`src/sv/uht_ram.sv`:
```
// ============================================================================
// uht_ram
// generic ram with one write port and one read port, registered read
// ============================================================================
`default_nettype none
module uht_ram #(
   parameter int WIDTH = 8,
   parameter int DEPTH = 64
) (
   input  wire logic                     clock,
   input  wire logic                     wr_en,
   input  wire logic [$clog2(DEPTH)-1:0] wr_addr,
   input  wire logic [WIDTH-1:0]         wr_data,
   input  wire logic [$clog2(DEPTH)-1:0] rd_addr,
   output logic      [WIDTH-1:0]         rd_data
);
   logic [WIDTH-1:0] mem [DEPTH];
   always_ff @(posedge clock) begin
      if (wr_en) begin
         mem[wr_addr] <= wr_data;
      end
      rd_data <= mem[rd_addr];
   end
endmodule
`default_nettype wire

```
`config.mk`:
```
export PLATFORM = sky130hd
export DESIGN_NAME = uht_ram
export DESIGN_NICKNAME = d
export VERILOG_FILES = /design/src/sv/uht_ram.sv
export SDC_FILE = /design/constraint.sdc
export NUM_CORES = 1
export LEC_CHECK = 0
export BUFFER_PORTS_ARGS = -buffer_cell sky130_fd_sc_hd__buf_2
export CAP_MARGIN = 20
export CORE_MARGIN = 4
export CORE_UTILIZATION = 60
export DETAILED_ROUTE_END_ITERATION = 8
export PLACE_DENSITY = 0.86
export SLEW_MARGIN = 10
export SYNTH_ARGS = -nofsm -noshare
export SYNTH_HDL_FRONTEND = slang
export SYNTH_SLANG_ARGS = --single-unit
```
`constraint.sdc`:
```
create_clock -name clock -period 4.6 [get_ports clock]
set_input_delay 0.69 -clock clock [delete_from_list [all_inputs] [get_ports clock]]
set_output_delay 0.69 -clock clock [all_outputs]
set_load 0.005 [all_outputs]
```
==> results of run 1 <==
registers in the layout, summed over array words and instances (netlist names):
register and count:
rd_data 8, mem 512
per-stage QoR:
stage                     cell area [µm²]  total power, mW  setup slack [ns]
after floorplan                     20200             5.63              2.24
final                               22300             9.48              1.78
after global routing                22300             9.75              1.62
after CTS                           22100             9.47              1.72
after global placement              20700             5.81              1.24
after detailed placement            20700             5.83              1.18
power groups by stage:
stage / Combinational [mW] / Sequential, mW / Clock (mW)
floorplan: 0.279 / 5.35 / 0
global placement: 0.445 / 5.36 / 0
detailed placement: 0.463 / 5.36 / 0
CTS: 0.473 / 5.26 / 3.73
global route: 0.519 / 5.26 / 3.97
finish: 0.493 / 5.26 / 3.73
layout make-up:
cell class                 count  area, µm²
antenna                        1       2.50
timing repair buffer          50        444
clock inverter                18        114
tap                          442        553
fill                        1904      10600
clock buffer                  70       1340
sequential                   520      15500
multi-input combinational    369       4320
worst register-to-register path: stages, from the launching register on:
cell      delay, ns
edfxtp_1       0.41
mux4_2         0.48
mux2_2         0.28
o221a_2        0.28
nor3_1         0.36
o32ai_1        0.14
cell families (layout without fill, tap and decap cells):
| logic type | Yosys count | after routing |
|---|---|---|
| flops | 520 | 520 |
| mux | 162 | 162 |
| simple gates | 153 | 153 |
| compound gates | 54 | 54 |
| buf+inv | 51 | 138 |
| other cells | 0 | 1 |
layer usage:
| metal | wire length [µm] | vias up | share of wire | GRT usage |
|---|---|---|---|---|
| met5 | 48 | - | 0.0010 | 0 |
| met4 | 1910 | 8 | 0.041 | 0.0953 |
| met3 | 4960 | 150 | 0.11 | 0.0592 |
| met2 | 23200 | 754 | 0.50 | 0.408 |
| met1 | 16400 | 5282 | 0.35 | 0.358 |
| li1 | - | 4021 | - | - |
placed cells by master, fill, tap and decap left out, drive strengths merged, types with 3 or more instances in the layout:
master   netlist  layout
o2111ai        3       3
o2bb2ai        3       3
mux2i         23      23
buf           34      49
nand2         19      19
nand3         13      13
dfxtp          8       8
mux4         126     126
mux2          13      13
o21ai          4       4
clkinv         0      14
a22oi          3       3
nand2b         7       7
nor2          83      83
nor2b         14      14
edfxtp       512     512
a21oi          3       3
nand3b         3       3
a211oi         4       4
nor3           7       7
a221oi         6       6
clkbuf        17      71
o221ai         8       8
o22ai          8       8
worst paths after layout:
path         cells past startpoint          to       start  slack [ns]
max                              7  rd_data[6]  rd_addr[0]        1.78
min                              1  mem[17][3]  wr_data[3]        0.54
max reg2reg                      5  rd_data[4]  mem[24][4]        2.52
min reg2reg                      4  rd_data[2]  mem[22][2]        0.83
synth_stat cells (4+ instances only):
| cell type | n | area, µm² |
|---|---|---|
| buf_6 | 4 | 45.0 |
| edfxtp_1 | 512 | 15400 |
| nand2b_1 | 7 | 43.8 |
| nor2_1 | 83 | 312 |
| nor3_1 | 7 | 35.0 |
| o221ai_1 | 8 | 70.1 |
| a211oi_1 | 4 | 30.0 |
| nor2b_1 | 14 | 87.6 |
| mux2i_1 | 23 | 230 |
| mux2_2 | 13 | 146 |
| o22ai_1 | 8 | 50.1 |
| clkbuf_1 | 17 | 63.8 |
| buf_2 | 11 | 55.1 |
| nand3_1 | 13 | 65.1 |
| mux4_2 | 126 | 2840 |
| buf_4 | 13 | 97.6 |
| a221oi_1 | 6 | 52.6 |
| dfxtp_1 | 8 | 160 |
| buf_1 | 4 | 15.0 |
| nand2_1 | 19 | 71.3 |
==> reports/qor.yml, run 1 <==
ios: 30
synth-seq-cells: 520
synth-xor-area-share: 0
ir_worst_vdd_mv: 0.274
drive_gt1_frac: 0.245
synth.cell_area_um2: 20200
final_util: 0.678
rsz0062_at_grt: "false"
ys_types: 40
io_buffer_count: 29
syn_nets: 962
whs_ns: 0.540
clockPowerShare: 0.393
leakagePower_nw: 6.92
die_area_um2: 36600
critical_path_class: "primary input to register"
gp_congestion: 0.834
grt_util_all_layers: 0.257
finalWorstPathRequiredPeriod_ns: 2.82
synth_cells: 940
cp.required_ns: 5.04
drtAntennaViolNets: 0
endpoint_kind: "register"
start_util: 0.614
cts-resized-gates: 0
p_per_area_nw_per_um2: 425
setup_viol: 0
finalHoldViolCount: 0
die_x_um: 191
cp-start-kind: "primary input"
clk_pin_slew_ns: 0.06
max_freq_ghz: 0.355
path_cells: "clkbuf_8, buf_12, mux4_2, mux2_2, o221a_2, nor3_1, o32ai_1"
cts.path.max_buffers: 3
synth_edf_count: 512
arrival_ns: 3.25
cts_setup_buffers: 0
yosys_warnings: 0
ys.flop_type: "edfxtp_1"
syn_to_final_growth_pct: 10.6
vias: 10200
detail_route.wirelength_um: 46500
grt_max_degree: 70
drc: 0
critPathSlowestCell: "mux4_2"
internal-power_mw: 7.50
worst_slew_pin_slew_ns: 1.01
post-dp-hpwl_um: 25400
muxShareOfSynthArea: 0.159
hold_path_class: "primary input to register"
synth_simple_gate_area_share: 0.0339
rows: 66
seqPwrFrac: 0.555
path_max_fanout: 62
netSwitchingPower_mw: 1.98
synth_fa_ha_area_frac: 0
cts_inserted_buffers: 48
wl_per_cell_um: 31.6
timing.slew.headroom: 0.328
power.share.switching: 0.209
via_per_inst: 6.95
clockRootBuffer: "clkbuf_16"
fin_skew_ns: 0.0251
core_um2: 32900
finalNetCount: 1011
maxSlewViolCount: 0
dp_cells: 1374
cts_tree: "built"
synthArstFlopShare: 0
die_y_um: 191
status: "finished, final reports clean"
tns_ns: 0
postCtsHoldBufs: 0
post-route-period-util: 0.612
cpPeakStageDelay_ns: 0.55
drt_iter0_drc: 1552
firstDrtPassIters: 5
synth_top_family_by_area: "multiplexers"
synth_compound_area_frac: 0.0207
antenna_found_initial: 5
overflow: 0
cp_top_family: "buffers and inverters"
synth.avg_cell_area_um2: 21.5
h-tree-depth: 2
pwr-share-comb: 0.052
cts.sinks: 520
first_global_vias: 10200
maxCapViolCount: 0
cp.buffers_inverters: 2
ys_seq_area_frac: 0.770
clock_latency_ns: 0.57
fin_cells: 1470
grt_pass1_wl_um: 68500
Note: power is estimated with default switching activity, not from simulation.
==> inputs of run 2 (changes only) <==
- clock period: 4.6 -> 2.6 ns (I/O delays scaled with it)
==> run 2 against run 1 <==
  * Count of clock-buffer cells in the layout down 8
  * Critical path type is now register to register
  * Sequential power rose by 77%
  * Via count rose by 2.1%
  * Global-route usage increased by 0.86 points
  * Wire length is 1.6% higher
==> reports/qor.yml, run 2 (synthesis results as in run 1) <==
path_cells: "mux4_2, mux2_2, o221a_2, nor3_1, o32ai_1"
wl_per_cell_um: 30.2
h-tree-depth: 2
ios: 30
leakagePower_nw: 7.48
clockRootBuffer: "clkbuf_16"
first_global_vias: 10600
drtAntennaViolNets: 0
cp.required_ns: 3.02
cts.sinks: 520
clk_pin_slew_ns: 0.07
die_y_um: 191
p_per_area_nw_per_um2: 751
fin_cells: 1565
final_cell_mix: "edfxtp_1 (512), mux4_2 (126), buf_4 (105), nor2_1 (83), clkbuf_16 (49)"
dp_cells: 1473
min_from: "wr_data[6]"
maxSlewViolCount: 0
detail_route.wirelength_um: 47200
whs_path_depth: 1
max_freq_ghz: 0.465
num-fill-cells: 1839
regMostFlops: "mem"
via_per_inst: 6.67
io_buffer_count: 29
largest_register_ffs: 512
maxCapViolCount: 0
finalNetCount: 1103
syn_to_final_growth_pct: 14.8
endpoint_kind: "register"
cts_inserted_buffers: 48
post-dp-hpwl_um: 27500
tns_ns: 0
reg2regPathDepth: 5
setup_viol: 0
critical_path_class: "register to register"
timing.slew.headroom: 0.466
grt_util_all_layers: 0.266
power_mw: 17.4
die_x_um: 191
cts_setup_buffers: 0
die_area_um2: 36600
firstDrtPassIters: 6
vias: 10400
rows: 66
finalHoldViolCount: 0
hold_path_class: "primary input to register"
core_um2: 32900
cp-startpoint: "mem[16][4]"
grt_pass1_wl_um: 70700
mostFrequentLayoutCell: "edfxtp_1"
gp_congestion: 0.867
arrival_ns: 2.57
post-route-period-util: 0.826
grt_max_degree: 65
cp.buffers_inverters: 0
ir_worst_vdd_mv: 0.605
cts-resized-gates: 0
drt_iter0_drc: 1608
rsz0062_at_grt: "false"
drive_gt1_frac: 0.319
postCtsHoldBufs: 0
finalWorstPathRequiredPeriod_ns: 2.15
drc: 0
overflow: 0
path_max_fanout: 1
status: "finished, final reports clean"
worst_slew_pin_slew_ns: 0.801
clock_latency_ns: 0.57
cts_tree: "built"
antenna_found_initial: 5
cts.path.max_buffers: 3
worstReg2RegStart: "mem[16][4]"
critPathSlowestCell: "mux4_2"
fin_skew_ns: 0.0299
cp-start-kind: "register"
start_util: 0.614
cp_top_family: "multiplexers"
largestRegisters: "mem x512, rd_data x8"
cpPeakStageDelay_ns: 0.47
cp_num_cells: 5
-- run 2: cell types whose count changed in the layout (fill, tap and decap cells not counted) --
| cell | delta |
|---|---|
| buf_12 | +3 |
| buf_16 | -2 |
| buf_4 | +91 |
| bufinv_16 | +5 |
| clkbuf_1 | -8 |
| clkinv_1 | -4 |
| clkinv_2 | +3 |
| clkinv_4 | +2 |
| clkinvlp_4 | +3 |
| diode_2 | +2 |
-- run 2: final timing paths --
check	slack [ns]	to
max	0.45	rd_data[4]
min reg2reg	0.85	rd_data[1]
max reg2reg	0.45	rd_data[4]
min	0.25	mem[5][6]
-- run 2: through the flow --
step	hold slack (ns)	setup slack [ns]	utilization	area, µm²
6_report	0.245	0.451	0.704	23200
4_1_cts	0.239	0.481	0.704	23100
3_3_place_gp	0.777	0.180	0.655	21500
5_1_grt	0.247	0.452	0.704	23100
2_1_floorplan	0.489	0.542	-	20200
3_5_place_dp	0.812	0.0813	0.655	21500
-- run 2: layout make-up --
class	instances	area, µm²	area share
Clock inverter	27	304	0.0131
Antenna cell	3	7.51	0.000324
Timing Repair Buffer	142	1130	0.0489
Tap cell	442	553	0.0239
Clock buffer	62	1310	0.0564
Sequential cell	520	15500	0.671
Multi-Input combinational cell	369	4320	0.186
-- run 2: power breakdown --
part	internal (mW)	switching [mW]
combinational	0.365	0.548
clock	4.16	3.02
sequential	9.27	0.0355
-- run 2: routing by layer --
metal | global-route usage | vias up | wire length (µm)
met3 | 0.0555 | 131 | 4930
met2 | 0.428 | 742 | 23400
met5 | 0 | - | 39
li1 | - | 4207 | -
met4 | 0.103 | 6 | 2000
met1 | 0.366 | 5348 | 16900
